$ cat src/rtl/xalu_pkg.sv
`timescale 1ns / 1ps

package xalu_pkg;

   typedef enum logic [3:0] {
      OP_ADD = 4'd0,
      OP_ADC = 4'd1,
      OP_SUB = 4'd2,
      OP_SBB = 4'd3,
      OP_MUL = 4'd4,
      OP_AND = 4'd5,
      OP_XOR = 4'd6,
      OP_OR  = 4'd7,
      OP_SHL = 4'd8,
      OP_SHR = 4'd9,
      OP_SAR = 4'd10
   } op_type;

   localparam logic [1:0] SIZE_8  = 2'd0;
   localparam logic [1:0] SIZE_16 = 2'd1;

   localparam logic [31:0] MASK_8  = 32'h0000_00FF;
   localparam logic [31:0] MASK_16 = 32'h0000_FFFF;
   localparam logic [31:0] MASK_32 = 32'hFFFF_FFFF;

   localparam logic [63:0] MUL_HI_8  = 64'h0000_0000_0000_FF00;
   localparam logic [63:0] MUL_HI_16 = 64'h0000_0000_FFFF_0000;
   localparam logic [63:0] MUL_HI_32 = 64'hFFFF_FFFF_0000_0000;

   typedef struct packed {
      logic of;
      logic sf;
      logic zf;
      logic pf;
      logic cf;
   } flags_type;

   function automatic logic sized_msb(input logic [31:0] v, input logic [1:0] size);
      logic b;
      case (size)
         SIZE_8:  b = v[7];
         SIZE_16: b = v[15];
         default: b = v[31];
      endcase
      return b;
   endfunction

endpackage

$ cat src/rtl/xalu_core.sv
`timescale 1ns / 1ps

module xalu_core
   import xalu_pkg::*;
(
   input  logic [3:0]  op,
   input  logic [1:0]  size,
   input  logic [31:0] src,
   input  logic [31:0] dst,
   input  flags_type   flags_cur,
   output logic [63:0] result,
   output flags_type   flags_nxt
);

   logic [31:0] mask;
   logic [5:0]  width;
   logic [31:0] d;
   logic [31:0] s;
   logic [31:0] dx;
   logic [63:0] mul_hi_mask;
   logic        cin_add;
   logic        cin_sub;
   logic [32:0] sum33;
   logic [32:0] diff33;
   logic [63:0] prod;
   logic        cnt_zero;
   logic        cnt_big;
   logic        cnt_over;
   logic [63:0] shl_wide;
   logic [32:0] shr_wide;
   logic [4:0]  sar_amt;
   logic [31:0] sar_val;
   logic        shift_cf;
   logic        valid_op;
   logic [31:0] low_res;
   logic        sd;
   logic        ss;
   logic        sr;

   always_comb begin
      case (size)
         SIZE_8: begin
            mask        = MASK_8;
            width       = 6'd8;
            mul_hi_mask = MUL_HI_8;
            dx          = {{24{dst[7]}}, dst[7:0]};
         end
         SIZE_16: begin
            mask        = MASK_16;
            width       = 6'd16;
            mul_hi_mask = MUL_HI_16;
            dx          = {{16{dst[15]}}, dst[15:0]};
         end
         default: begin
            mask        = MASK_32;
            width       = 6'd32;
            mul_hi_mask = MUL_HI_32;
            dx          = dst;
         end
      endcase
   end

   assign d = dst & mask;
   assign s = src & mask;

   assign cin_add = (op == OP_ADC) ? flags_cur.cf : 1'b0;
   assign cin_sub = (op == OP_SBB) ? flags_cur.cf : 1'b0;
   assign sum33   = {1'b0, d} + {1'b0, s} + {32'd0, cin_add};
   assign diff33  = {1'b0, d} - {1'b0, s} - {32'd0, cin_sub};
   assign prod    = d * s;

   // shift count is the full source word, not masked
   assign cnt_zero = (src == 32'd0);
   assign cnt_big  = (src >= {26'd0, width});
   assign cnt_over = (src > {26'd0, width});
   assign shl_wide = {32'd0, d} << src[5:0];
   assign shr_wide = {d, 1'b0} >> src[5:0];
   assign sar_amt  = (src > 32'd31) ? 5'd31 : src[4:0];
   assign sar_val  = 32'($signed(dx) >>> sar_amt) & mask;

   assign sd = sized_msb(d, size);
   assign ss = sized_msb(s, size);

   always_comb begin
      result    = 64'd0;
      flags_nxt = flags_cur;
      valid_op  = 1'b1;
      shift_cf  = 1'b0;
      sr        = 1'b0;
      case (op)
         OP_ADD, OP_ADC: begin
            result       = {32'd0, sum33[31:0] & mask};
            sr           = sized_msb(sum33[31:0], size);
            flags_nxt.cf = sum33[width];
            flags_nxt.of = (sd == ss) && (sr != sd);
         end
         OP_SUB, OP_SBB: begin
            result       = {32'd0, diff33[31:0] & mask};
            sr           = sized_msb(diff33[31:0], size);
            flags_nxt.cf = diff33[width];
            flags_nxt.of = (sd != ss) && (sr != sd);
         end
         OP_MUL: begin
            result       = prod;
            flags_nxt.cf = |(prod & mul_hi_mask);
            flags_nxt.of = |(prod & mul_hi_mask);
         end
         OP_AND, OP_XOR, OP_OR: begin
            if (op == OP_AND) begin
               result = {32'd0, d & s};
            end else if (op == OP_XOR) begin
               result = {32'd0, d ^ s};
            end else begin
               result = {32'd0, d | s};
            end
            flags_nxt.cf = 1'b0;
            flags_nxt.of = 1'b0;
         end
         OP_SHL: begin
            result   = cnt_big ? 64'd0 : {32'd0, shl_wide[31:0] & mask};
            shift_cf = cnt_over ? 1'b0 : shl_wide[width];
            if (!cnt_zero) begin
               flags_nxt.cf = shift_cf;
            end
         end
         OP_SHR, OP_SAR: begin
            if (op == OP_SAR) begin
               result = {32'd0, sar_val};
            end else begin
               result = cnt_big ? 64'd0 : {32'd0, shr_wide[32:1]};
            end
            shift_cf = cnt_over ? 1'b0 : shr_wide[0];
            if (!cnt_zero) begin
               flags_nxt.cf = shift_cf;
            end
         end
         default: begin
            valid_op = 1'b0;
         end
      endcase
      if (valid_op) begin
         flags_nxt.pf = ~^result[7:0];
         flags_nxt.zf = (low_res == 32'd0);
         flags_nxt.sf = sized_msb(low_res, size);
      end
   end

   assign low_res = result[31:0] & mask;

endmodule

$ cat src/rtl/x86_integer_alu_with_flags.sv
`timescale 1ns / 1ps

// Integer ALU with x86 status flags (CF, PF, ZF, SF, OF) on 8, 16 and
// 32 bit operands. A word passes an input register, one stage of logic
// (adder, 32x32 multiplier or barrel shifter) and lands in the result
// register. A new word is taken every cycle unless the output stalls.
// The flags are held in one register that is updated as each word moves
// into the result register; adc and sbb of the next word read the carry
// left by the previous one, so back-to-back dependent words need no stall.
// The flag outputs always show the stored flags, which equal the flags of
// the word in the result register. Unknown operation codes give a zero
// result and leave the flags as they were.

module x86_integer_alu_with_flags
   import xalu_pkg::*;
(
   input  logic        clock,
   input  logic        reset,
   input  logic        req_valid,
   output logic        req_ready,
   input  logic [3:0]  req_type,
   input  logic [1:0]  req_size_code,
   input  logic [31:0] req_source_operand,
   input  logic [31:0] req_dest_operand,
   output logic        rsp_valid,
   input  logic        rsp_ready,
   output logic [63:0] rsp_result_value,
   output logic        rsp_carry_out,
   output logic        rsp_parity_out,
   output logic        rsp_zero_out,
   output logic        rsp_sign_out,
   output logic        rsp_overflow_out
);

   logic        s1_valid_ff;
   logic        s1_valid_in;
   logic [3:0]  s1_op_ff;
   logic [1:0]  s1_size_ff;
   logic [31:0] s1_src_ff;
   logic [31:0] s1_dst_ff;
   logic        out_valid_ff;
   logic        out_valid_in;
   logic [63:0] out_result_ff;
   flags_type   flags_ff;
   flags_type   flags_in;
   logic [63:0] core_result;
   logic        advance;
   logic        req_take;

   assign advance   = s1_valid_ff && (!out_valid_ff || rsp_ready);
   assign req_ready = !s1_valid_ff || advance;
   assign req_take  = req_valid && req_ready;

   xalu_core u_core (
      .op        (s1_op_ff),
      .size      (s1_size_ff),
      .src       (s1_src_ff),
      .dst       (s1_dst_ff),
      .flags_cur (flags_ff),
      .result    (core_result),
      .flags_nxt (flags_in)
   );

   always_comb begin
      s1_valid_in = s1_valid_ff;
      if (req_take) begin
         s1_valid_in = 1'b1;
      end else if (advance) begin
         s1_valid_in = 1'b0;
      end
      out_valid_in = out_valid_ff;
      if (advance) begin
         out_valid_in = 1'b1;
      end else if (rsp_ready) begin
         out_valid_in = 1'b0;
      end
   end

   always_ff @(posedge clock) begin
      if (reset) begin
         s1_valid_ff  <= 1'b0;
         out_valid_ff <= 1'b0;
         flags_ff     <= '0;
      end else begin
         s1_valid_ff  <= s1_valid_in;
         out_valid_ff <= out_valid_in;
         if (advance) begin
            flags_ff <= flags_in;
         end
      end
   end

   always_ff @(posedge clock) begin
      if (req_take) begin
         s1_op_ff   <= req_type;
         s1_size_ff <= req_size_code;
         s1_src_ff  <= req_source_operand;
         s1_dst_ff  <= req_dest_operand;
      end
      if (advance) begin
         out_result_ff <= core_result;
      end
   end

   assign rsp_valid        = out_valid_ff;
   assign rsp_result_value = out_result_ff;
   assign rsp_carry_out    = flags_ff.cf;
   assign rsp_parity_out   = flags_ff.pf;
   assign rsp_zero_out     = flags_ff.zf;
   assign rsp_sign_out     = flags_ff.sf;
   assign rsp_overflow_out = flags_ff.of;

   a_flags_hold: assert property (@(posedge clock) disable iff (reset)
      !advance |=> $stable(flags_ff))
      else $error("flags changed without a word moving to the result register");

   a_out_loaded: assert property (@(posedge clock) disable iff (reset)
      advance |=> rsp_valid)
      else $error("result register not loaded after advance");

   a_logic_clears: assert property (@(posedge clock) disable iff (reset)
      advance && (s1_op_ff == OP_AND || s1_op_ff == OP_XOR || s1_op_ff == OP_OR)
      |=> !flags_ff.cf && !flags_ff.of)
      else $error("logic op left CF or OF set");

   a_mul_cf_of: assert property (@(posedge clock) disable iff (reset)
      advance && (s1_op_ff == OP_MUL) |=> flags_ff.cf == flags_ff.of)
      else $error("mul CF and OF disagree");

endmodule
$ cat config.mk
export PLATFORM = sky130hd
export DESIGN_NAME = x86_integer_alu_with_flags
export DESIGN_NICKNAME = d
export VERILOG_FILES = /design/src/rtl/xalu_pkg.sv /design/src/rtl/xalu_core.sv /design/src/rtl/x86_integer_alu_with_flags.sv
export SDC_FILE = /design/constraint.sdc
export NUM_CORES = 2
export LEC_CHECK = 0
export BUFFER_PORTS_ARGS = -buffer_cell sky130_fd_sc_hd__buf_2
export CAP_MARGIN = 20
export CORE_MARGIN = 1.5
export CORE_UTILIZATION = 60
export DETAILED_ROUTE_END_ITERATION = 10
export PLACE_DENSITY = 0.77
export SYNTH_ARGS = -nofsm -noshare
export SYNTH_HDL_FRONTEND = slang
export SYNTH_SLANG_ARGS = --single-unit
$ cat constraint.sdc
create_clock -name clock -period 17.7 [get_ports clock]
set_input_delay 1.77 -clock clock [delete_from_list [all_inputs] [get_ports clock]]
set_output_delay 1.77 -clock clock [all_outputs]
set_load 0.01 [all_outputs]
# Yosys cells after proc, flatten, opt, wreduce, memory -nomap -nowiden
# Index checks and enable logic that the tools add are counted.
classes:
  n_addsub: 4
  mul: 1
  order_cmp: 4
  n_eq_ne: 17
  shift: 3
  n_mux: 37
  n_bitwise: 11
  n_reduce_logical: 26
op_table:
  columns: ["cell", "count"]
  rows:
  - ["one-hot mux 64 bit (6 select lines)", 1]
  - ["bitwise AND 32 bit", 8]
  - ["two-way mux 64 bit", 2]
  - ["one-hot mux 32 bit (2 select lines)", 2]
  - ["one-hot mux 64 bit (2 select lines)", 1]
  - ["two-way mux 32 bit", 3]
  - ["bitwise AND 64 bit", 1]
  - ["logical NOT 32 bit", 2]
  - ["multiplier 32 x 32 -> 64 bit", 1]
  - ["OR reduction 64 bit", 1]
  - ["left shift 32 x 6 -> 64 bit", 1]
  - ["adder 32 x 32 -> 33 bit", 1]
  - ["adder 33 x 1 -> 33 bit", 1]
  - ["right shift 33 x 6 -> 33 bit", 1]
  - ["subtractor 32 x 32 -> 33 bit", 1]
  - ["subtractor 33 x 1 -> 33 bit", 1]
  - ["greater-or-equal comparator 32 x 6 -> 1 bit", 1]
  - ["> comparator 32 x 5 -> 1 bit (second input constant)", 1]
  - ["> comparator 32 x 6 -> 1 bit", 1]
  - ["OR 32 bit", 1]
  - [">>> shifter 32 x 5 -> 32 bit", 1]
  - ["XOR 32 bit", 1]
  - ["binary-select mux 1 bit (select 6 bit)", 3]
  - ["equality test 4 x 3 -> 1 bit (second input constant)", 4]
  - ["other kinds (28)", 62]
totals:
  reg_bits: 141

# Longest topological paths before layout
depth:
  word_depth: 10
  depth_mapped: 39
  ltp_nobuf: 31

# Modules after synthesis
# From an unflattened synthesis, not the netlist that was laid out.
hier_totals:
  hier_cells: 6009
  area_unflattened_um2: 50453.4
modules_own_cells:
  columns: ["mod", "instances", "cells_per_inst", "area_per_inst_um2", "seq_area_each_um2"]
  rows:
  - ["xalu_core", 1, 5843, 46114.2, 0.0]
  - ["x86_integer_alu_with_flags", 1, 166, 4339.2, 4164.0]

# Least setup slack after synthesis
# No wires, ideal clock.
synth_path:
  kind: "flip-flop to flip-flop"
  start: "reg s1_size_ff[1]"
  end: "reg flags_ff (netlist bit rsp_overflow_out)"
  setup_time_ns: 0.132
  arrival_time_ns: 9.513
  t_required_ns: 17.568
  slack_ns: 8.055
  stages_incl_launch_ff: 36
  path_buffers: 10
  synth_period_minus_slack_ns: 9.645
  path_cell_list: "edfxtp_1 > buf_2 > buf_2 > clkbuf_1 > buf_1 > clkbuf_1 > clkbuf_1 > clkbuf_1 > and2_1 > clkbuf_1 > clkbuf_1 > nand2_1 > fa_1 > inv_1 > fa_1 > inv_1 > fa_1 > inv_1 > fa_1 > fa_1 > fa_1 > fa_1 > fa_1 > ha_1 > clkbuf_1 > nand4_1 > or3_1 > a2111oi_0 > o311ai_0 > a21oi_1 > o221ai_1 > nor4_1 > nor4bb_1 > nand4_1 > nand2_1 > a211oi_1"
synth_via:
  elab_chain_cells: 10
  word_cells_on_any_way: 26
synth_rtl:
  columns: ["item", "line_no", "text"]
  rows:
  - ["start, declared", "x86_integer_alu_with_flags.sv:38", "logic [1:0] s1_size_ff;"]
  - ["start signal, assigned", "x86_integer_alu_with_flags.sv:96", "s1_size_ff <= req_size_code;"]
  - ["parallel branches: the longest is 9 deep, another holds multiplier 32 x 32 -> 64 bit", null, null]
  - ["one-hot mux 1 bit (4 select lines) (*)", "xalu_core.sv:90", "case (op)"]
  - ["end signal, assigned", "x86_integer_alu_with_flags.sv:88", "flags_ff <= flags_in;"]
  - ["end, declared", "x86_integer_alu_with_flags.sv:44", "flags_type flags_ff;"]
# Every way passes the cells marked *. The select of a mux whose other input is x is not followed.
# A chain may end at the register's enable or synchronous reset.

# Worst setup path after layout
# Same ends and word-level chain as after synthesis.

==> results by group <==
Floorplan
  • Initial Util: 0.607
  • Die Span X: 294 um
  • Core area: 83,700 um^2
  • Die Area: 86,400 um^2
  • Site Rows: 106
  • Chip height: 294 um
  • Io pins: 145

CTS
  • CTS root buffer: clkbuf_16
  • Clock buffer count from CTS: 17
  • H-tree levels: 4
  • CTS tree: done
  • Clock transition at path regs: 0.08 ns
  • Post-CTS Resized: 0
  • Post-CTS Setup Inserts: 0
  • CTS Hold Bufs: 0
  • Worst-skew pair later-pin latency: 0.54 ns
  • # clock sinks: 141
  • CTS Buffer Depth: 2

STA
  • Final worst setup slack: 5.97 ns
  • Fin crit period: ~12 ns
  • Worst slew pin tran: 1.31 ns
  • RSZ-0062 raised after global routing: false
  • Max-slew headroom: 0.119
  • Max-slew violations: 0
  • Tcrit/Tclk final: 0.663
  • Final setup fails: 0
  • Final hold viol count: 0
  • Fin Clk Skew: 0.0277 ns
  • Setup TNS: 0 ns
  • FMAX: 85.3 MHz

Min path
  • Hold path cells: 2
  • HP Class: flip-flop to flip-flop
  • Hold path startpoint: rsp_parity_out
  • WHS Endpoint: rsp_parity_out

Final layout
  • Final Instance Area: 53,100 um^2
  • Area Growth Syn to Fin: 4.54%
  • Commonest non-fill, non-tap cell in the layout: inv_1
  • Flip-flop and latch area: about 4200 um^2
  • Multi-input logic area: 41,200 um^2
  • Most frequent cells in the layout: inv_1, fa_1, nand2_1, nor2_1, ha_1
  • Layout Nets: around 7,300
  • Share of cells above drive strength 1: 0.0692
  • Fillers: 7,307

Synth
  • Mapped Cells: just over 6,000
  • FFs w/ async S/R, synth: 0
  • Synth cell types: 99
  • EDFF count, synth: 134
  • Top_reg_cell synth: edfxtp_1
  • Post-synthesis average cell area: around 8.4 um^2
  • Synth warn: 0
  • #FFs+latches synth: 141
  • Netlist Area Pre-Place: between 50,000 and 60,000 um^2
  • Register area share after synthesis: 0.0820
  • Net count of the mapped netlist: 7,449

Run
  • Max Cap Viol: 0

Place
  • Setup Slack @ Placement: 6.60 ns
  • # port buffers: 144
  • RD Place Congestion: 1.11
  • Placed wire-length estimate: 167,000 um
  • Area of placed instances: 52,400 um^2

Drt
  • WL per Instance: 30.1 um
  • Via density per instance: 6.68
  • Routed Antenna Nets: 0
  • DRT iter0 DRCs: 6,126
  • DRT Pass-1 Iters: 10
  • DRC: 0
  • Vias: between 40,000 and 50,000
  • Routed wire length: 214,000 um

Worst setup path
  • Worst Path Max Fanout: around 160
  • Reg2Reg Launch Point: s1_size_ff[1]
  • Crit path launch type: flip-flop
  • Crit path max-delay cell type: buf_4
  • Max stage delay on crit path: 0.87 ns
  • Crit path top cell by count: fa_1
  • Worst Path Arrival: 12.12 ns
  • Endpoint class of the critical path: flip-flop
  • Reg2reg end: rsp_overflow_out
  • Data required, critical path: 18.09 ns
  • Setup slack, reg-to-reg: 5.97 ns
  • Crit path kind: flip-flop to flip-flop
  • Reg2Reg Depth: 33

GRT
  • Largest net degree at the start of global routing: about 160
  • First-pass GRT wire length: 315,000 um
  • Congestion Overflow GR: 0
  • Antenna violations before repair: 8
  • GRT Overall Usage: 0.504
  • Number of global-route vias before repair: 48,100

Outcome
  • Outcome: finished, final reports clean
layer usage:
layer  vias to the layer above  part of all wire  GRT usage
li1                      19500                 -          -
met1                     23300              0.34      0.601
met2                      3716              0.42      0.727
met3                      1067              0.13      0.164
met4                         4              0.11      0.455
met5                         -           0.00013          0
per-stage QoR:
| stage | std cells | hold slack [ns] | utilization |
|---|---|---|---|
| global route | 7119 | 0.544 | 0.634 |
| floorplan | 6078 | 0.487 | - |
| detailed placement | 7080 | 0.499 | 0.626 |
| global placement | 7080 | 0.471 | 0.626 |
| CTS | 7112 | 0.515 | 0.633 |
| finish | 7127 | 0.505 | 0.634 |
cells in the mapped netlist, types with 26 or more instances:
master | instances | area share
edfxtp_1 | 134 | 0.079
mux4_2 | 30 | 0.013
o22ai_1 | 32 | 0.0039
and3_1 | 245 | 0.030
and2_1 | 71 | 0.0087
a31oi_1 | 26 | 0.0032
a211oi_1 | 51 | 0.0075
buf_1 | 35 | 0.0026
mux2i_1 | 83 | 0.016
xor2_1 | 33 | 0.0057
fa_1 | 900 | 0.35
a22oi_1 | 37 | 0.0055
nand3_1 | 95 | 0.0094
buf_2 | 32 | 0.0032
inv_1 | 1011 | 0.075
a21o_1 | 42 | 0.0062
o211ai_1 | 69 | 0.010
nor2_1 | 525 | 0.039
o21a_1 | 31 | 0.0046
a21oi_1 | 276 | 0.027
nand4_1 | 47 | 0.0058
nand2_1 | 766 | 0.057
o21ai_0 | 172 | 0.017
clkinv_1 | 30 | 0.0022
xnor2_1 | 69 | 0.012
clkbuf_1 | 334 | 0.025
ha_1 | 397 | 0.098
nand2b_1 | 26 | 0.0032
nor3_1 | 83 | 0.0082
final cells by class:
| cell class | instances | share of cell area |
|---|---|---|
| multi-input combinational | 4489 | 0.775 |
| sequential | 141 | 0.0784 |
| inverter | 1042 | 0.0737 |
| timing repair buffer | 280 | 0.0336 |
| tap | 1134 | 0.0267 |
| clock buffer | 17 | 0.00801 |
| clock inverter | 15 | 0.00417 |
| antenna | 9 | 0.000424 |
state kept, by name, indices dropped and copies added (netlist names), 2 cells and up:
register,flops
rsp_result_value,64
s1_dst_ff,32
s1_src_ff,32
s1_op_ff,4
s1_size_ff,2
critical path: cells and delay by family (launching register included):
kind / cells / cell delay [ns]
adders and majority gates: 9 / 4.54
buffers and inverters: 10 / 2.83
and+or+nand+nor: 9 / 2.24
AOI/OAI and AO/OA: 5 / 1.41
DFF: 1 / 0.38
worst max path at each step:
stage,start,endpoint,slack (ns),depth (start not counted)
4_1_cts,s1_size_ff[1],rsp_overflow_out,6.58,33
5_1_grt,s1_size_ff[1],rsp_overflow_out,5.74,33
3_5_place_dp,s1_size_ff[1],rsp_overflow_out,6.60,32
2_1_floorplan,s1_size_ff[1],rsp_overflow_out,8.05,35
6_report,s1_size_ff[1],rsp_overflow_out,5.97,33
3_3_place_gp,s1_size_ff[1],rsp_overflow_out,6.60,32
logic make-up (layout without fill, tap and decap cells):
kind of cell / count (synthesis) / after routing / synth area share
AOI/OAI and AO/OA: 960 / 960 / 0.124
and+or+nand+nor: 1992 / 1992 / 0.181
other: 0 / 9 / 0
xor gates and xnor gates: 102 / 102 / 0.0176
buffers and inverters: 1448 / 1354 / 0.108
adders and majority gates: 1297 / 1297 / 0.453
muxes: 138 / 138 / 0.0352
DFF: 141 / 141 / 0.0820
Power is not shown: default switching activity piles up to over one toggle a cycle in this logic, so the estimate is an artifact.
